<file path="src/design/chte_pkg.sv">
`default_nettype none
package chte_pkg;

    localparam int ENTRIES    = 64;
    localparam int ENT_AW     = 6;
    localparam int PTR_W      = 7;
    localparam int BUCKETS    = 16;
    localparam int BKT_W      = 4;
    localparam int KEY_BYTES  = 8;
    localparam int MAX_SELECT = 16;
    localparam int GROUP_W    = 3;
    localparam int GROUP_SIZE = 8;
    localparam int SUM_W      = 32;

    localparam logic [PTR_W-1:0] NIL = PTR_W'(ENTRIES);

    typedef enum logic [1:0] {
        KIND_INSERT = 2'd0,
        KIND_DELETE = 2'd1,
        KIND_SELECT = 2'd2
    } kind_t;

    typedef enum logic [2:0] {
        STAT_OK         = 3'd0,
        STAT_BAD_LEN    = 3'd1,
        STAT_ZERO_PAY   = 3'd2,
        STAT_FULL       = 3'd3,
        STAT_BAD_HANDLE = 3'd4,
        STAT_NONE       = 3'd5
    } status_t;

    typedef enum logic [1:0] {
        CFG_BUCKET_COUNT = 2'd0,
        CFG_KEY_LIMIT    = 2'd1
    } cfg_index_t;

    typedef enum logic [3:0] {
        ST_IDLE,
        ST_SCAN,
        ST_HASH,
        ST_DIV,
        ST_INS_WR,
        ST_INS_LINK,
        ST_DEL_RD,
        ST_DEL_WR,
        ST_SEL_HEAD,
        ST_SEL_RD,
        ST_SEL_CHK,
        ST_SEL_END,
        ST_RESP
    } state_t;

    typedef struct packed {
        logic [2:0]  status;
        logic [5:0]  handle;
        logic [31:0] payload;
        logic [4:0]  given;
    } res_t;

    // Keeps the low len bytes of a key; a length of 8 or more keeps all.
    function automatic logic [63:0] key_mask(input logic [3:0] len);
        logic [63:0] m;
        m = '1;
        if (len == 4'd0)
        begin
            m = '0;
        end
        else if (len < 4'd8)
        begin
            m = ~(64'hFFFF_FFFF_FFFF_FFFF << {len[2:0], 3'b000});
        end
        return m;
    endfunction

endpackage
`default_nettype wire

</file>
<file path="src/design/chte_ram.sv">
`default_nettype none
module chte_ram
    import chte_pkg::*;
#(
    parameter int WIDTH = 8,
    parameter int DEPTH = 64
)
(
    input  wire logic                     clk,
    input  wire logic                     we,
    input  wire logic [$clog2(DEPTH)-1:0] waddr,
    input  wire logic [WIDTH-1:0]         wdata,
    input  wire logic [$clog2(DEPTH)-1:0] raddr,
    output logic      [WIDTH-1:0]         rdata
);
    logic [WIDTH-1:0] mem [DEPTH];

    always_ff @(posedge clk)
    begin
        if (we)
        begin
            mem[waddr] <= wdata;
        end
        rdata <= mem[raddr];
    end
endmodule
`default_nettype wire

</file>
<file path="config.mk">
export PLATFORM = sky130hd
export DESIGN_NAME = chte_ram
export DESIGN_NICKNAME = d
export VERILOG_FILES = /design/src/design/chte_pkg.sv /design/src/design/chte_ram.sv
export SDC_FILE = /design/constraint.sdc
export NUM_CORES = 1
export LEC_CHECK = 0
export ABC_CLOCK_PERIOD_IN_PS = 4200
export BUFFER_PORTS_ARGS = -buffer_cell sky130_fd_sc_hd__buf_2
export CAP_MARGIN = 20
export CORE_ASPECT_RATIO = 1.25
export CORE_UTILIZATION = 67
export DETAILED_ROUTE_END_ITERATION = 7
export GPL_ROUTABILITY_DRIVEN = 0
export MAX_ROUTING_LAYER = met4
export PLACE_DENSITY_LB_ADDON = 0.12
export SLEW_MARGIN = 20
export SYNTH_ARGS = -nofsm -noshare
export SYNTH_HDL_FRONTEND = slang
export SYNTH_SLANG_ARGS = --single-unit
</file>
<file path="constraint.sdc">
create_clock -name clk -period 4.2 [get_ports clk]
set_input_delay 0.21 -clock clk [delete_from_list [all_inputs] [get_ports clk]]
set_output_delay 0.21 -clock clk [all_outputs]
set_load 0.01 [all_outputs]
</file>
# ---- Word-level counts from Yosys, hierarchy flattened
# Memories as Yosys holds them, arrays and structs flattened. A register that Yosys moved wholly into a read port is not among the register bits.
# Index checks and enable logic that the tools add are counted.
dict set report totals {
  inputBits 22
  latchBits 0
  out_inout_bits 8
  ram_bits 512
  register_bits 0
  word_cells 3
  mem_bits_ro 0
  memories 1
}
# name words word_bits rd rd_ports_with_merged_regs write_ports line_no
set memory_table {}
lappend memory_table {mem 64 8 1 1 1 chte_ram.sv:16} ;# logic [WIDTH-1:0] mem [DEPTH];
dict set report op_classes {
  magnitude_cmp 0
  multipliers 0
  muxes 2
  bitwise_logic 0
  addsub 0
  div 0
  reduce_logical 0
  shifts 0
  eq_ne 0
}
# cell count
set op_table {}
lappend op_table {{$mux W1} 2}

# ---- Depth between registers and ports, before layout
dict set report logic_depth {
  ltp_word 2
  depth_mapped 9
}

# ---- Worst setup path before layout
# Ideal clock, no wire load.
dict set report synth_timing {
  path_type {in2reg}
  from {in raddr[1]}
  to {reg rdata[3] (read register of mem)}
  path_slack_ps 2322
  arrival_ps 1750
  path_stages 7
  required_time_ps 4072
  path_cell_list {buf_4 buf_2 buf_2 mux4_2 mux4_2 o21ai_1 o41ai_1}
}
# item line_no
set synth_rtl {}
lappend synth_rtl {{start: declaration} chte_ram.sv:13} ;# input wire logic [$clog2(DEPTH)-1:0] raddr,
lappend synth_rtl {{end: declaration} chte_ram.sv:14} ;# output logic [WIDTH-1:0] rdata

==> run_results.csv <==
group,metric,value,unit
timing,fin_tns_setup,0,ps
logic_synthesis,async_reset_ff_share,0,%
clock_network,htreeDepth,2,
placed_design,pre_cts_slack,1296,ps
logic_synthesis,synth_cell_types,40,
min_path,holdPathEnd,"rdata[0]",
global_route,grt_start_max_net_pins,80,
logic_synthesis,syn-cell-area,0.02017,mm^2
timing,rsz0062_at_grt,"false",
timing,finalHoldViolations,0,
route,wl_per_cell,30.76,um
clock_network,clk_path_buf_depth,3,
timing,fin_ws,1815,ps
finish,fillers,1621,
clock_network,hold_buffers,0,
timing,timing.clock.skew,17.80,ps
logic_synthesis,synth.net_count,962,
global_route,grt_pass1_wl,64.28,mm
finish,multi_input_area,0.004325,mm^2
finish,layout-drive-gt1-share,24.98,%
global_route,globalRouteOverflowTotal,0,
timing,hold_ws,78.29,ps
route,vias_per_cell,6.910,
worst_setup_path,crit_chain,"buf_2 -> buf_4 -> mux4_2 -> mux2_2 -> o221a_2 -> nor3_1 -> o32ai_1",
worst_setup_path,r2r_slack,2080,ps
global_route,first_global_vias,10172,
logic_synthesis,synth-edff-count,512,
power,vdd.ir_drop.worst,0.0003930,V
route,drc,0,
finish,fin_nets,1000,
worst_setup_path,worstPathArrival,2820,ps
route,firstDrtPassIters,5,
worst_setup_path,criticalPathCategory,"in -> reg",
timing,final.min_clock_period,2385,ps
min_path,min_path_cells,3,
min_path,min_from,"raddr[5]",
timing,worst_pin_slew,1020,ps
clock_network,cts_tree,"yes",
global_route,grt_use_total,30.85,%
clock_network,cts.sinks,520,
outcome,status,"complete, no violations",
clock_network,cts_buffers,47,
worst_setup_path,r2r_end,"rdata[6]",
logic_synthesis,synth_warnings,0,
worst_setup_path,worstRegToRegCells,5,
worst_setup_path,slowest_delay,760,ps
worst_setup_path,cp_max_fo,39,
route,drt-initial-drc-count,947,
logic_synthesis,syn_inst,940,
finish,stdcell_area,0.02221,mm^2
placed_design,hpwl,25.33,mm
worst_setup_path,regToRegStartpoint,"mem[21][6]",
floorplan,io_pins,30,
floorplan,coreArea,0.02943,mm^2
clock_network,clk_latency,560,ps
floorplan,initial_core_util,68.53,%
finish,fin_util,75.48,%
power,power_density,480.3,mW/mm^2
placed_design,place_area,0.02061,mm^2
flow_run,cap_violations,0,
route,vias,9743,
worst_setup_path,critPathSlowestCell,"buf_2",
clock_network,cts_resized,0,
finish,syn2layout_area_growth,10.15,%
route,antenna_left,0,
floorplan,die_height,196.0,um
worst_setup_path,critPathLaunchType,"input pin",
global_route,antenna_found_initial,1,
route,drt-total-wl,43.37,mm
finish,seqCellArea,0.01553,mm^2
logic_synthesis,avgSynthCellArea,21.45,um^2
timing,slew_headroom,31.97,%
power,power_leakage,0.006909,uW
timing,setup_viol,0,
logic_synthesis,synth_top_cell_area_share,76.24,%
logic_synthesis,synth_seq_cells,520,
floorplan,die_x,157.2,um
worst_setup_path,required,4630,ps
clock_network,root_buffer,"clkbuf_16",
floorplan,dieArea,0.03080,mm^2
logic_synthesis,yosys.area.top_type,"edfxtp_1",
logic_synthesis,seq_area_frac_synth,77.03,%
floorplan,rows,70,
timing,clock.fmax,419.3,MHz
logic_synthesis,ys.flop_type,"edfxtp_1",
clock_network,clk_pin_slew,60,ps
timing,fin_crit_sh,56.78,%
worst_setup_path,end_kind,"register",
logic_synthesis,synth.area.top_cells,"edfxtp_1, mux4_2, nor2_1, mux2i_1, dfxtp_1",
min_path,hold_path_class,"in -> reg",
placed_design,port_buffers,29,
clock_network,post_cts_buffers,0,
timing,finalMaxSlewViolations,0,
-- how the worst max path moves through the flow --
| stage | start | depth (start not counted) | end |
|---|---|---|---|
| CTS | raddr[2] | 7 | rdata[6] |
| finish | raddr[2] | 7 | rdata[6] |
| detailed placement | raddr[2] | 7 | rdata[6] |
| global placement | raddr[2] | 7 | rdata[6] |
| floorplan | raddr[1] | 7 | rdata[3] |
| global route | raddr[2] | 7 | rdata[6] |
-- where the power goes --
group          switching [uW]  internal, uW  leakage [uW]  total (uW)
Combinational             321           192       0.00146         514
Clock                    1790          2600      0.000771        4390
Sequential               17.4          5740       0.00467        5760
-- through the flow --
step | power (uW) | cells
4_1_cts | 10710 | 1409
6_report | 10670 | 1410
3_5_place_dp | 6382 | 1325
5_1_grt | 10900 | 1410
3_3_place_gp | 6359 | 1325
2_1_floorplan | 6173 | 940
-- cell families after synthesis --
family	count (synthesis)	synth area share [%]
buffers and inverters	51	1.570
AO/OA/AOI/OAI	54	2.072
flip-flops	520	77.03
multiplexers	162	15.94
AND/OR/NAND/NOR	153	3.387
-- routing by layer --
metal | GRT usage, % | wire [um]
met5 | - | 0
met4 | 12.41 | 1660
met3 | 5.633 | 3898
met2 | 49.36 | 22150
met1 | 39.74 | 15670
-- final cells by class --
type	instances	share of cell area [%]
Antenna cell	1	0.01127
Clock inverter	33	1.769
Tap cell	396	2.230
Clock buffer	51	5.362
Timing Repair Buffer	40	1.222
Multi-Input combinational cell	369	19.47
Sequential cell	520	69.93
-- layout by cell type, fill, tap and decap left out, types with 10 or more instances in the layout --
| cell | netlist | layout |
|---|---|---|
| edfxtp_1 | 512 | 512 |
| mux4_2 | 126 | 126 |
| nor2_1 | 83 | 83 |
| clkbuf_16 | 0 | 47 |
| mux2i_1 | 23 | 23 |
| nand2_1 | 19 | 19 |
| buf_2 | 11 | 19 |
| buf_4 | 13 | 19 |
| nor2b_1 | 14 | 14 |
| mux2_2 | 13 | 13 |
| nand3_1 | 13 | 13 |
| clkinv_1 | 0 | 10 |
-- synth_stat cells, drive strengths merged, types with 3 or more instances --
library cell,n
o221ai,8
nor3,7
nor2b,14
nor2,83
mux2,13
mux4,126
mux2i,23
edfxtp,512
o2111ai,3
clkbuf,17
o21ai,4
o22ai,8
dfxtp,8
a211oi,4
nand3,13
a21oi,3
buf,34
o2bb2ai,3
a221oi,6
nand2,19
nand2b,7
a22oi,3
nand3b,3
-- registers in the layout, summed over array words and instances (netlist names) --
name / cells
mem: 512
rdata: 8
-- worst max-delay path: cells and delay by family --
| kind | cells | cell delay, ps |
|---|---|---|
| buffers and inverters | 2 | 1160 |
| AO/OA/AOI/OAI | 2 | 430 |
| multiplexers | 2 | 670 |
| AND/OR/NAND/NOR | 1 | 320 |
Note: power is estimated with default switching activity, not from simulation.
