<file path="config.mk">
export PLATFORM = sky130hd
export DESIGN_NAME = chte_hash
export DESIGN_NICKNAME = d
export VERILOG_FILES = /design/src/design/chte_pkg.sv /design/src/design/chte_hash.sv
export SDC_FILE = /design/constraint.sdc
export NUM_CORES = 1
export LEC_CHECK = 0
export BUFFER_PORTS_ARGS = -buffer_cell sky130_fd_sc_hd__buf_2
export CAP_MARGIN = 20
export CORE_MARGIN = 4
export CORE_UTILIZATION = 57
export CTS_CLUSTER_SIZE = 25
export DETAILED_ROUTE_END_ITERATION = 7
export GPL_TIMING_DRIVEN = 0
export HOLD_SLACK_MARGIN = 0.15
export MAX_ROUTING_LAYER = met4
export PLACE_DENSITY_LB_ADDON = 0.2
export SYNTH_ARGS = -nofsm -noshare
export SYNTH_HDL_FRONTEND = slang
export SYNTH_SLANG_ARGS = --single-unit
</file>
<file path="constraint.sdc">
create_clock -name clk -period 3.2 [get_ports clk]
set_clock_uncertainty 0.1 [all_clocks]
set_input_delay 0.16 -clock clk [delete_from_list [all_inputs] [get_ports clk]]
set_output_delay 0.16 -clock clk [all_outputs]
set_load 0.05 [all_outputs]
</file>
<file path="src/design/chte_pkg.sv">
`default_nettype none
package chte_pkg;

    localparam int ENTRIES    = 64;
    localparam int ENT_AW     = 6;
    localparam int PTR_W      = 7;
    localparam int BUCKETS    = 16;
    localparam int BKT_W      = 4;
    localparam int KEY_BYTES  = 8;
    localparam int MAX_SELECT = 16;
    localparam int GROUP_W    = 3;
    localparam int GROUP_SIZE = 8;
    localparam int SUM_W      = 32;

    localparam logic [PTR_W-1:0] NIL = PTR_W'(ENTRIES);

    typedef enum logic [1:0] {
        KIND_INSERT = 2'd0,
        KIND_DELETE = 2'd1,
        KIND_SELECT = 2'd2
    } kind_t;

    typedef enum logic [2:0] {
        STAT_OK         = 3'd0,
        STAT_BAD_LEN    = 3'd1,
        STAT_ZERO_PAY   = 3'd2,
        STAT_FULL       = 3'd3,
        STAT_BAD_HANDLE = 3'd4,
        STAT_NONE       = 3'd5
    } status_t;

    typedef enum logic [1:0] {
        CFG_BUCKET_COUNT = 2'd0,
        CFG_KEY_LIMIT    = 2'd1
    } cfg_index_t;

    typedef enum logic [3:0] {
        ST_IDLE,
        ST_SCAN,
        ST_HASH,
        ST_DIV,
        ST_INS_WR,
        ST_INS_LINK,
        ST_DEL_RD,
        ST_DEL_WR,
        ST_SEL_HEAD,
        ST_SEL_RD,
        ST_SEL_CHK,
        ST_SEL_END,
        ST_RESP
    } state_t;

    typedef struct packed {
        logic [2:0]  status;
        logic [5:0]  handle;
        logic [31:0] payload;
        logic [4:0]  given;
    } res_t;

    // Keeps the low len bytes of a key; a length of 8 or more keeps all.
    function automatic logic [63:0] key_mask(input logic [3:0] len);
        logic [63:0] m;
        m = '1;
        if (len == 4'd0)
        begin
            m = '0;
        end
        else if (len < 4'd8)
        begin
            m = ~(64'hFFFF_FFFF_FFFF_FFFF << {len[2:0], 3'b000});
        end
        return m;
    endfunction

endpackage
`default_nettype wire

</file>
<file path="src/design/chte_hash.sv">
`default_nettype none
module chte_hash
    import chte_pkg::*;
(
    input  wire logic             clk,
    input  wire logic             rst_n,
    input  wire logic             start,
    input  wire logic [63:0]      key,
    input  wire logic [3:0]       len,
    input  wire logic [4:0]       modulus,
    output logic                  done,
    output logic [BKT_W-1:0]      bucket
);
    // Byte sum of the masked key, then a restoring remainder one bit a cycle.
    logic [SUM_W-1:0] sum;
    logic [SUM_W-1:0] term_byte;
    logic [SUM_W-1:0] term_half;
    logic [SUM_W-1:0] term_word;
    logic [SUM_W-1:0] term_high;
    logic [1:0]       pos;
    logic [63:0]      shifted;

    logic [SUM_W-1:0] sum_reg;
    logic [BKT_W-1:0] rem_reg;
    logic [4:0]       mod_reg;
    logic [4:0]       bit_reg;
    logic             busy_reg;
    logic             done_reg;
    logic [BKT_W:0]   rem_wide;
    logic [BKT_W:0]   rem_sub;

    always_comb
    begin
        term_byte = len[0] ? {24'd0, key[7:0]} : '0;
        term_half = '0;
        if (len[1])
        begin
            term_half = len[0] ? {16'd0, key[23:8]} : {16'd0, key[15:0]};
        end
        pos       = {1'b0, len[0]} + {len[1], 1'b0};
        shifted   = key >> {pos, 3'b000};
        term_word = (len[3:2] != 2'b00) ? shifted[31:0] : '0;
        term_high = len[3] ? key[63:32] : '0;
        sum       = term_byte + term_half + term_word + term_high;
        rem_wide  = {rem_reg, sum_reg[SUM_W-1]};
        rem_sub   = rem_wide - mod_reg;
    end

    always_ff @(posedge clk or negedge rst_n)
    begin
        if (!rst_n)
        begin
            busy_reg <= 1'b0;
            done_reg <= 1'b0;
        end
        else
        begin
            done_reg <= 1'b0;
            if (start)
            begin
                busy_reg <= 1'b1;
            end
            else if (busy_reg && bit_reg == 5'd31)
            begin
                busy_reg <= 1'b0;
                done_reg <= 1'b1;
            end
        end
    end

    always_ff @(posedge clk)
    begin
        if (start)
        begin
            sum_reg <= sum;
            rem_reg <= '0;
            mod_reg <= modulus;
            bit_reg <= '0;
        end
        else if (busy_reg)
        begin
            sum_reg <= {sum_reg[SUM_W-2:0], 1'b0};
            rem_reg <= (rem_wide >= mod_reg) ? rem_sub[BKT_W-1:0] : rem_wide[BKT_W-1:0];
            bit_reg <= bit_reg + 5'd1;
        end
    end

    assign done   = done_reg;
    assign bucket = rem_reg;
endmodule
`default_nettype wire

</file>
After elaboration in Yosys (flattened, before gate mapping)
Cells that the tools add are included.
{ "word_totals": {"regBits": 48, "inputBits": 76} }
{ "classes": {"n_addsub": 6, "n_lt_le_gt_ge": 1, "eq_ne": 1, "shifts": 1, "muxes": 12, "n_reduce_logical": 4} }
{ "op_table": {"columns": ["cell", "count"], "rows": [
  ["32-bit 2-to-1 mux", 4],
  ["32-bit adder", 2],
  ["64-bit by 5-bit right shift with 32-bit output", 1],
  ["8-bit by 32-bit adder with 32-bit output", 1],
  ["16-bit 2-to-1 mux", 2],
  ["8-bit 2-to-1 mux", 1],
  ["2-bit nonzero test", 3],
  ["5-bit by 1-bit adder with 5-bit output (second input constant)", 1],
  ["5-bit equality test (second input constant)", 1],
  ["5-bit greater-or-equal comparator", 1],
  ["1-bit 2-to-1 mux", 4],
  ["4-bit 2-to-1 mux", 1],
  ["4-bit subtractor", 1],
  ["1-bit by 2-bit adder with 2-bit output", 1],
  ["1-bit logical AND", 1]
]} }

Depth between registers and ports, before layout
Gate-level depths: netlist of run 1.
{ "logic_depth": {"ltp_word": 6, "depth_mapped": 19, "mapped_depth_nobuf": 17} }

Worst setup path after synthesis of run 1
Ideal clock, no wire load.
{ "synth_timing": {"kind": "input to register", "startpoint": "input port len[0]", "endpoint": "register sum_reg[25], data pin", "arrival_ns": 4.156, "path_slack_ns": -1.313, "path_stages": 19, "n_path_buf": 3, "path_cell_list": "clkbuf_1 -> clkbuf_1 -> clkbuf_1 -> a211oi_1 -> a211oi_1 -> fa_1 -> inv_1 -> fa_1 -> inv_1 -> ha_1 -> inv_1 -> fa_1 -> nor2b_1 -> o2111ai_1 -> a211oi_1 -> a311oi_4 -> a211oi_1 -> mux2i_1 -> nand2_1"} }
{ "synth_between": {"elab_chain_cells": 6, "elab_cells_between_ends": 10} }
{ "synth_lines": {"columns": ["element", "line_no", "text"], "rows": [
  ["start: declaration", "chte_hash.sv:9", "input wire logic [3:0] len,"],
  ["16-bit 2-to-1 mux / 1-bit by 2-bit adder with 2-bit output (equally long branches)", "chte_hash.sv:38, chte_hash.sv:40", null],
  ["16-bit 2-to-1 mux / 64-bit by 5-bit right shift with 32-bit output (equally long branches)", "chte_hash.sv:36, chte_hash.sv:41", null],
  ["8-bit by 32-bit adder with 32-bit output / 32-bit 2-to-1 mux (equally long branches)", "chte_hash.sv:44, chte_hash.sv:42", null],
  ["32-bit adder * (2 in series)", "chte_hash.sv:44", "sum = term_byte + term_half + term_word + term_high;"],
  ["32-bit 2-to-1 mux *", "chte_hash.sv:73", "if (start)"],
  ["end signal: assignment", "chte_hash.sv:75", "sum_reg <= sum;"],
  ["end signal: assignment", "chte_hash.sv:82", "sum_reg <= {sum_reg[SUM_W-2:0], 1'b0};"],
  ["end: declaration", "chte_hash.sv:23", "logic [SUM_W-1:0] sum_reg;"]
]} }
Mark *: on every way between the ends. The rest lies on a longest branch, timed or not.
A chain may end at the register's enable or synchronous reset.

Final worst setup path of run 1
{ "layout_timing": {"startpoint": "input port len[0]", "endpoint": "register sum_reg[27], data pin"} }
Same word-level chain as after synthesis.

==> metrics.txt, run 1 <==
outcome=finished, violations left; failing checks=negative setup slack; CP max FO=6; Root Buffer=clkbuf_8; Finished Core Util=0.765; max cap viols=0; Min-Delay Path Class=register to register; Sequential Area=~1300 um2; LEAKAGE=0.00357 uW; Pins Over Slew Limit=0; worst vdd ir=0.000550 V; core area=10500 um2; Max-slew headroom=0.561; ys flop type=edfxtp_1; Die W=112 um; Max clock buf depth=2; commonest cells after routing, fill and taps aside=80 x buf_2, 67 x ha_1, 44 x a211oi_1; fin crit period=4.09 ns; GRT Util Overall=0.325; max reg flops=32; DRC Markers=0; period utilization=1.28; initial DRC count=675; RSZ-0062 raised after global routing=true; Syn Inst Count=684; row count=37; synth-to-layout area growth=29.4%; Crit Path Class=primary input to register; register area share after synthesis=0.217; total number of vias=6145; HPWL Detailed=15.2 mm; largest net degree at the start of global routing=33; worst path required time=3.15 ns; DR WL/cell=22.6 um; CTS tree=built; fmax=~240 MHz; WP data arrival=4.04 ns; Post-synth EDFFs=37; initial antenna violation count=0; CP Capture Type=register; Initial Util=0.591; most common cell after layout, fill and taps aside=buf_2; Critical Path Source Type=primary input; Tightest Pin Transition=~0.66 ns; Setup TNS=-19.39 ns; Synth Net Count=861; total chip power=3720 uW; routability cong.=0.980; synthesized cell area=6180 um2; flop2flop setup slack=roughly 0.68 ns; Synth Area per Inst=9.04 um2; FF+latch count, synth=48; synth warn=0; vias per std cell=between 6 and 7; 1st-pass router iterations=5; I/O pins=between 80 and 90; share of layout cells above drive strength 1=0.330; Routed WL=21.4 mm; asr flop ratio synth=0.0417; total CTS buffers=5; first-pass GRT wire length=32.1 mm; CTS H-tree depth=2; fillers=714; post-route setup slack=-0.894 ns; n_diodes=0; total gr overflow=0; vias in the first global route=6293; final net count=985; die footprint=12600 um2; Design Area, Final=8000 um2; Sink Count=48; port buffer count=78; placed cell area=6920 um2; final antenna-violating net count=0; Die Ht=112 um; Cell Pwr Density=465 nW/um2; Clk Latency, worst-skew pair=0.31 ns; Worst-path clk slew=0.09 ns; Hold Fails Final Rpt=0; Netlist cell types=59; area occupied by multi-input gates=5150 um2; # setup viols final=29
## final cells by class
type | instances | area share
flip-flops and latches | 48 | 0.168
clock inverters | 2 | 0.00203
clock buffers | 6 | 0.0117
repair buffers | 117 | 0.0918
inverters | 47 | 0.0235
multi-input cells | 548 | 0.644
plain buffers | 41 | 0.0382
well taps | 136 | 0.0213
## what timing repair did
item / 4_1_cts / 5_1_grt
cloned: 2 / 0
pin swaps: 32 / 29
setup buffers: 13 / 15
hold buffers: 8 / 0
setup endpoints to repair: 30 / 45
endpoints found under the hold margin: 12 / 0
resized for setup: 74 / 70
## cells in the mapped netlist, types with 9 or more instances
cell type   n  area [um2]
o21ai_0    12        60.1
a21oi_1    35         175
xnor2_1    18         158
mux2i_1    38         380
nand4_1    10        62.6
and2_1     35         219
mux2_2     16         180
a21o_1     13        97.6
and3_1     10        62.6
inv_1      46         173
nand2_1    44         165
clkbuf_1   29         109
nor2b_1    17         106
ha_1       76         951
fa_1       25         500
nor2_1     44         165
a211oi_1   68         510
dfxtp_1     9         180
edfxtp_1   37        1110
## metrics by stage
stage	setup slack, ns	cells	hold WS [ns]
floorplan	-0.811	684	-0.236
global placement	-1.42	898	-0.156
detailed placement	-1.47	898	-0.155
CTS	-0.700	929	0.414
global route	-1.03	945	0.445
finish	-0.894	945	0.412
## critical path, stage by stage
cell	delay (ns)
clkbuf_16	0.14
clkbuf_16	0.16
clkbuf_16	0.17
a211oi_4	0.24
a211oi_2	0.07
fa_1	0.52
inv_1	0.06
fa_1	0.43
inv_1	0.07
ha_2	0.19
inv_2	0.05
fa_2	0.37
nor2b_4	0.16
o2111ai_4	0.20
a211oi_2	0.37
a311oi_4	0.11
a2bb2oi_2	0.24
buf_4	0.15
xnor2_2	0.10
a21oi_1	0.07
## per-layer routing
layer	vias up	wire length, um	track usage	part of all wire
met4	0	864	0.0833	0.040
met1	3003	8440	0.399	0.39
met5	-	0	-	0
met2	298	10600	0.558	0.50
li1	2760	-	-	-
met3	84	1450	0.0544	0.068
## report_power, final
part | leakage (uW) | internal (uW) | switching (uW) | total [uW]
sequential | 0.000491 | 911 | 81.6 | 993
combinational | 0.00302 | 1020 | 1280 | 2300
clock | 0.0000530 | 204 | 228 | 432
total | 0.00357 | 2130 | 1590 | 3720
## logic make-up after synthesis
family                   after synthesis  synth area share
AND/OR/NAND/NOR                      189             0.156
AO/OA/AOI/OAI                        177             0.204
adder cells (fa/ha/maj)              101             0.235
buffers and inverters                 88            0.0546
multiplexers                          56            0.0980
flip-flops                            48             0.217
XOR/XNOR                              25            0.0354
## worst paths after layout
check	end	cells past startpoint	startpoint
max	sum_reg[27]$_DFFE_PP_	20	len[0]
min	bucket[3]$_SDFFE_PP0P_	2	bucket[3]$_SDFFE_PP0P_
max reg2reg	bucket[2]$_SDFFE_PP0P_	9	sum_reg[31]$_DFFE_PP_
min reg2reg	bucket[3]$_SDFFE_PP0P_	2	bucket[3]$_SDFFE_PP0P_
max in group asynchronous	busy_reg$_DFFE_PN0P_	3	rst_n
min in group asynchronous	done$_DFF_PN0_	3	rst_n
Note: power is estimated with default switching activity, not from simulation.
==> run 2, diff against run 1 <==
- ABC_CLOCK_PERIOD_IN_PS: not set -> 3200
- CTS_BUF_LIST: not set -> sky130_fd_sc_hd__clkbuf_16
==> metrics.txt, run 2 (synthesis results as in run 1) <==
final net count=981 (was 985); DRC Markers=0 (unchanged); LEAKAGE=0.00356 uW (was 0.00357 uW); RSZ-0062 raised after global routing=true (unchanged); Max-slew headroom=0.537 (was 0.561); Cell Pwr Density=481 nW/um2 (was 465 nW/um2); worst vdd ir=0.000480 V (was 0.000550 V); Clk Latency, worst-skew pair=0.31 ns (about the same); port buffer count=78 (unchanged); Pint=2240 uW (was 2130 uW); GRT Util Overall=0.335 (was 0.325); Sequential Area=1340 um2 (unchanged); Tightest Pin Transition=0.694 ns (was 0.658 ns); Max clock buf depth=2 (unchanged); switching power share of the total=0.415 (was 0.426); Finished Core Util=0.759 (was 0.765); Pins Over Slew Limit=0 (unchanged); placed cell area=6920 um2 (unchanged); most common cell after layout, fill and taps aside=buf_2 (unchanged); Hold Fails Final Rpt=0 (unchanged); outcome=finished, violations left (unchanged); share of layout cells above drive strength 1=0.308 (was 0.330); Worst-path clk slew=0.07 ns (was 0.09 ns); total gr overflow=0 (unchanged); max reg flops=32 (unchanged); Root Buffer=clkbuf_16 (was clkbuf_8); # setup viols final=29 (unchanged); initial antenna violation count=0 (unchanged); Design Area, Final=7950 um2 (was 8000 um2); Setup TNS=-17.85 ns (was -19.39 ns); Final Non-Filler Cells=941 (was 945); die footprint=12600 um2 (unchanged); period utilization=1.26 (was 1.28); Placed Cells=898 (unchanged); power share of the clock group=0.157 (was 0.116); Critical Path Source Type=primary input (unchanged); worst path required time=3.14 ns (was 3.15 ns); metal1 wirelength=8.30 mm (was 8.44 mm); final antenna-violating net count=0 (unchanged); CP max FO=6 (unchanged); largest net degree at the start of global routing=33 (unchanged); total number of vias=6153 (was 6145); post-route setup slack=-0.832 ns (was -0.894 ns); total CTS buffers=5 (unchanged); max cap viols=0 (unchanged); fin crit period=4.03 ns (was 4.09 ns); fmax=248 MHz (was 244 MHz); routability cong.=0.980 (unchanged); met2 routed WL=10.5 mm (was 10.6 mm); Die W=112 um (unchanged); Routed WL=21.3 mm (was 21.4 mm); Die Ht=112 um (unchanged); CTS tree=built (unchanged); Top Metal Used=met4 (unchanged); synth-to-layout area growth=28.5% (was 29.4%); met3 WL post-DR=1.58 mm (was 1.45 mm); I/O pins=81 (unchanged); WP data arrival=3.97 ns (was 4.04 ns); 1st-pass router iterations=5 (unchanged); Sink Count=48 (unchanged); Min-Delay Path Class=primary input to register (was register to register); row count=37 (unchanged); commonest cells after routing, fill and taps aside=82 x buf_2, 68 x ha_1, 45 x a211oi_1 (was 80 x buf_2, 67 x ha_1, 44 x a211oi_1); Crit Path Class=primary input to register (unchanged); CTS H-tree depth=2 (unchanged); n_diodes=0 (unchanged); combinational share of power=0.584 (was 0.617); vias per std cell=6.54 (was 6.50); part of the power in registers=0.259 (was 0.267); Initial Util=0.591 (unchanged); first-pass GRT wire length=32.8 mm (was 32.1 mm); core area=10500 um2 (unchanged); DR WL/cell=22.6 um (about the same); area occupied by multi-input gates=5090 um2 (was 5150 um2); initial DRC count=563 (was 675); CP Capture Type=register (unchanged); vias in the first global route=6394 (was 6293); HPWL Detailed=15.2 mm (unchanged); fillers=717 (was 714); failing checks=negative setup slack (unchanged); total chip power=3830 uW (was 3720 uW); Psw=1590 uW (about the same)
run 2: area by class of cell:
cell class / instances / area share
plain buffers: 41 / 0.0361
clock buffers: 6 / 0.0189
clock inverters: 2 / 0.00205
inverters: 47 / 0.0228
multi-input cells: 548 / 0.640
flip-flops and latches: 48 / 0.169
well taps: 136 / 0.0214
repair buffers: 113 / 0.0894
run 2: power groups by stage:
stage,clock network [uW],logic (uW),registers (uW)
2_1_floorplan,0,1260,1030
3_3_place_gp,0,1720,981
3_5_place_dp,0,1780,998
4_1_cts,600,2000,986
5_1_grt,630,2410,1010
6_report,602,2230,991
run 2: through the flow:
stage	worst slack, ns	hold WS [ns]
2_1_floorplan	-0.811	-0.236
3_3_place_gp	-1.42	-0.156
3_5_place_dp	-1.47	-0.155
4_1_cts	-0.704	0.152
5_1_grt	-0.964	0.156
6_report	-0.832	0.162
run 2: what timing repair did:
action | 4_1_cts | 5_1_grt
setup endpoints to repair | 30 | 29
buffers inserted | 13 | 12
pin swaps | 28 | 23
gates cloned | 2 | 0
hold buffers | 7 | 0
gates resized for setup | 84 | 32
endpoints found under the hold margin | 7 | 0
run 2: per-layer routing:
layer  global-route usage  vias to the layer above
met5                    -                        -
met3               0.0566                       85
met4                0.108                        0
met2                0.569                      328
li1                     -                     2746
met1                0.407                     2994
run 2: worst paths after layout:
| path | slack, ns | end | depth (start not counted) | from |
|---|---|---|---|---|
| setup / recovery | -0.83 | sum_reg[27]$_DFFE_PP_ | 20 | len[0] |
| hold / removal | 0.16 | mod_reg[3]$_DFFE_PP_ | 1 | start |
| setup reg to reg | 0.69 | bucket[2]$_SDFFE_PP0P_ | 9 | sum_reg[31]$_DFFE_PP_ |
| hold reg to reg | 0.41 | bucket[3]$_SDFFE_PP0P_ | 2 | bucket[3]$_SDFFE_PP0P_ |
| max in group asynchronous | 2.20 | busy_reg$_DFFE_PN0P_ | 3 | rst_n |
| min in group asynchronous | 0.65 | done$_DFF_PN0_ | 3 | rst_n |
run 2: worst max-delay path: stages:
cell	delay, ns
clkbuf_16	0.14
clkbuf_16	0.16
clkbuf_16	0.17
a211oi_4	0.25
a211oi_2	0.06
fa_1	0.50
inv_1	0.06
fa_1	0.43
inv_1	0.07
ha_2	0.18
inv_2	0.04
fa_2	0.36
nor2b_4	0.16
o2111ai_4	0.19
a211oi_2	0.35
a311oi_4	0.11
a2bb2oi_2	0.25
buf_4	0.15
xnor2_2	0.09
a21oi_1	0.07
==> run 3, diff against run 2 <==
- ABC_AREA: not set -> 1
==> metrics.txt, run 3 <==
outcome=finished, violations left (unchanged); failing checks=negative setup slack (unchanged); Post-synth EDFFs=37 (unchanged); Critical Path Source Type=primary input (unchanged); Pins Over Slew Limit=0 (unchanged); 1st-pass router iterations=7 (was 5); period utilization=1.04 (was 1.26); share of layout cells above drive strength 1=0.276 (was 0.308); Finished Core Util=0.771 (was 0.759); final antenna-violating net count=0 (unchanged); reg2reg end=bucket[3]$_SDFFE_PP0P_ (was bucket[2]$_SDFFE_PP0P_); ys flop type=edfxtp_1 (unchanged); top cells by count, synth=365 x nand2_1, 197 x inv_1, 76 x ha_1 (was 76 x ha_1, 68 x a211oi_1, 46 x inv_1); Area contributors post-synth=nand2_1 20%, edfxtp_1 16%, ha_1 14%, inv_1 11%, fa_1 7.4% (was edfxtp_1 18%, ha_1 15%, a211oi_1 8.3%, fa_1 8.1%, mux2i_1 6.2%); Synth Net Count=1248 (was 861); Cell Pwr Density=450 nW/um2 (was 481 nW/um2); Buf/Inv on CP=7 (unchanged); Syn Inst Count=1071 (was 684); CP Capture Type=register (unchanged); register area share after synthesis=0.197 (was 0.217); most frequent CP cell=inv_2 (was clkbuf_16); WP data arrival=3.28 ns (was 3.97 ns); Die Ht=117 um (was 112 um); CTS tree=built (unchanged); Netlist cell types=36 (was 59); Synth Area per Inst=6.36 um2 (was 9.04 um2); row count=39 (was 37); FF+latch count, synth=48 (unchanged); CP Launch Point=len[0] (unchanged); slowest stage delay, CP=0.55 ns (was 0.50 ns); GR Util met2=0.499 (was 0.569); GRT Util Overall=0.319 (was 0.335); Root Buffer=clkbuf_16 (unchanged); Routed WL=22.6 mm (was 21.3 mm); synthesized cell area=6810 um2 (was 6180 um2); Yosys top cell area share=0.201 (was 0.180); core area=11600 um2 (was 10500 um2); Die W=117 um (was 112 um); CTS H-tree depth=2 (unchanged); r2r startpoint=mod_reg[2]$_DFFE_PP_ (was sum_reg[31]$_DFFE_PP_); CP delay by family, top=adder cells (unchanged); I/O pins=81 (unchanged); worst path required time=3.15 ns (was 3.14 ns); commonest cells after routing, fill and taps aside=318 x nand2_1, 189 x inv_1, 85 x buf_2 (was 82 x buf_2, 68 x ha_1, 45 x a211oi_1); Initial Util=0.589 (was 0.591); synth-to-layout area growth=31.0% (was 28.5%); final net count=1375 (was 981); Crit path depth=20 (unchanged); leading area contributor after synthesis=nand2_1 (was edfxtp_1); RSZ-0062 raised after global routing=true (unchanged); total CTS buffers=5 (unchanged); initial antenna violation count=0 (unchanged); DR WL/cell=16.8 um (was 22.6 um); most frequent cell after synthesis=nand2_1 (was ha_1); port buffer count=78 (unchanged); Max-slew headroom=0.583 (was 0.537); met3 GRT Util=0.0566 (about the same); max cap viols=0 (unchanged); fin crit period=3.32 ns (was 4.03 ns); post-route setup slack=-0.123 ns (was -0.832 ns); CP max FO=11 (was 6); placed cell area=7560 um2 (was 6920 um2); vias in the first global route=6778 (was 6394); flop2flop setup slack=1.25 ns (was 0.69 ns); total number of vias=7495 (was 6153); Sink Count=48 (unchanged); Tightest Pin Transition=0.625 ns (was 0.694 ns); Hold Fails Final Rpt=0 (unchanged); FF-to-FF path depth=10 (was 9); routability cong.=1.00 (was 0.980); fmax=301 MHz (was 248 MHz); Worst-path clk slew=0.06 ns (was 0.07 ns); max reg flops=32 (unchanged); asr flop ratio synth=0.0417 (unchanged); Crit Path Class=primary input to register (unchanged); Worst path slowest cell=fa_1 (unchanged); Setup crit end=sum_reg[13]$_DFFE_PP_ (was sum_reg[27]$_DFFE_PP_); Max clock buf depth=2 (unchanged); CP Cell Sequence=buf_12, buf_12, mux2i_4, a21oi_2, fa_1, inv_1, fa_1, inv_2, ha_4, inv_2, fa_2, inv_2, nand3_2, nand3_4, nand2_4, nand3_4, buf_6, or2_1, nand3_1, nand2_1 (was clkbuf_16, clkbuf_16, clkbuf_16, a211oi_4, a211oi_2, fa_1, inv_1, fa_1, inv_1, ha_2, inv_2, fa_2, nor2b_4, o2111ai_4, a211oi_2, a311oi_4, a2bb2oi_2, buf_4, xnor2_2, a21oi_1); # setup viols final=14 (was 29); Design Area, Final=8920 um2 (was 7950 um2); busiest grt layer=met2 (unchanged); hold_sp=bit_reg[4]$_SDFFE_PP0P_ (was start); grt met1 use=0.432 (was 0.407); die footprint=13800 um2 (was 12600 um2); initial DRC count=752 (was 563); Min-Delay Path Class=register to register (was primary input to register); DRC Markers=0 (unchanged); synth warn=0 (unchanged); n_diodes=0 (unchanged); LEAKAGE=0.00491 uW (was 0.00356 uW); worst vdd ir=0.000440 V (was 0.000480 V); fillers=884 (was 717); total gr overflow=0 (unchanged); Clk Latency, worst-skew pair=0.29 ns (was 0.31 ns); largest net degree at the start of global routing=25 (was 33); vias per std cell=5.58 (was 6.54); HPWL Detailed=16.7 mm (was 15.2 mm); first-pass GRT wire length=33.4 mm (was 32.8 mm); most common cell after layout, fill and taps aside=nand2_1 (was buf_2)
[run 3: cell count changes in the layout (fill, tap and decap cells not counted), sizes merged, moves of 17 or more]
cell	delta
mux2i	-30
inv	+154
buf	+17
nor2	+19
nand3	+43
clkbuf	-21
and2	-32
a21oi	+32
nand2	+336
nor2b	-17
a211oi	-68
o21ai	+55
[run 3: layout make-up]
class / count / area, um2 / area share
Timing Repair Buffer: 120 / 796 / 0.0892
Tap cell: 143 / 179 / 0.0201
Buffer: 32 / 278 / 0.0311
Sequential cell: 48 / 1340 / 0.150
Inverter: 203 / 768 / 0.0861
Multi-Input combinational cell: 788 / 5420 / 0.607
Clock inverter: 3 / 15.0 / 0.00168
Clock buffer: 5 / 125 / 0.0140
[run 3: how the worst min path moves through the flow]
stage	end	slack, ns	cells past startpoint
finish	bit_reg[4]$_SDFFE_PP0P_	0.38	2
floorplan	busy_reg$_DFFE_PN0P_	-0.24	0
CTS	bit_reg[4]$_SDFFE_PP0P_	0.38	2
detailed placement	busy_reg$_DFFE_PN0P_	-0.15	1
global route	bit_reg[4]$_SDFFE_PP0P_	0.41	2
global placement	done$_DFF_PN0_	-0.15	1
[run 3: metrics by stage]
stage	hold slack [ns]	TNS (ns)	total power [uW]	setup WS, ns	instances
6_report	0.382	-0.623	4020	-0.123	1342
5_1_grt	0.408	-3.53	4300	-0.271	1342
4_1_cts	0.380	0	3510	0.00580	1319
3_5_place_dp	-0.152	-14.38	2870	-0.653	1293
3_3_place_gp	-0.155	-13.52	2840	-0.621	1292
2_1_floorplan	-0.236	-0.563	2380	-0.0962	1071
[run 3: tightest hold or removal path: cells and delay by family, from the launching register on]
kind	cells	cell delay, ns
simple gates	2	0.12
flops	1	0.31
[run 3: what timing repair did]
| action | 4_1_cts | 5_1_grt |
|---|---|---|
| pin swaps | 18 | 38 |
| endpoints found under the setup margin | 25 | 24 |
| cloned | 0 | 2 |
| resized for setup | 68 | 183 |
| endpoints found under the hold margin | 12 | 0 |
| buffers inserted | 10 | 21 |
| hold buffers | 8 | 0 |
[run 3: cells by family after synthesis]
kind of cell / after synthesis / synth area share
DFF: 48 / 0.197
and+or+nand+nor: 526 / 0.325
adders and majority gates: 101 / 0.213
AOI/OAI and AO/OA: 140 / 0.104
buffers and inverters: 235 / 0.132
xor gates and xnor gates: 13 / 0.0167
muxes: 8 / 0.0118
[run 3: routing by layer]
layer  routed length (um)  share of wire
met4                  610          0.027
met5                    0              0
met2                10700           0.48
met1                 9360           0.41
met3                 1840          0.082
[run 3: power by group]
group / total [uW] / leakage (uW) / internal (uW) / switching (uW)
clock: 503 / 0.0000687 / 284 / 219
combinational: 2570 / 0.00435 / 1040 / 1530
sequential: 947 / 0.000501 / 882 / 65.0
total: 4020 / 0.00491 / 2210 / 1810
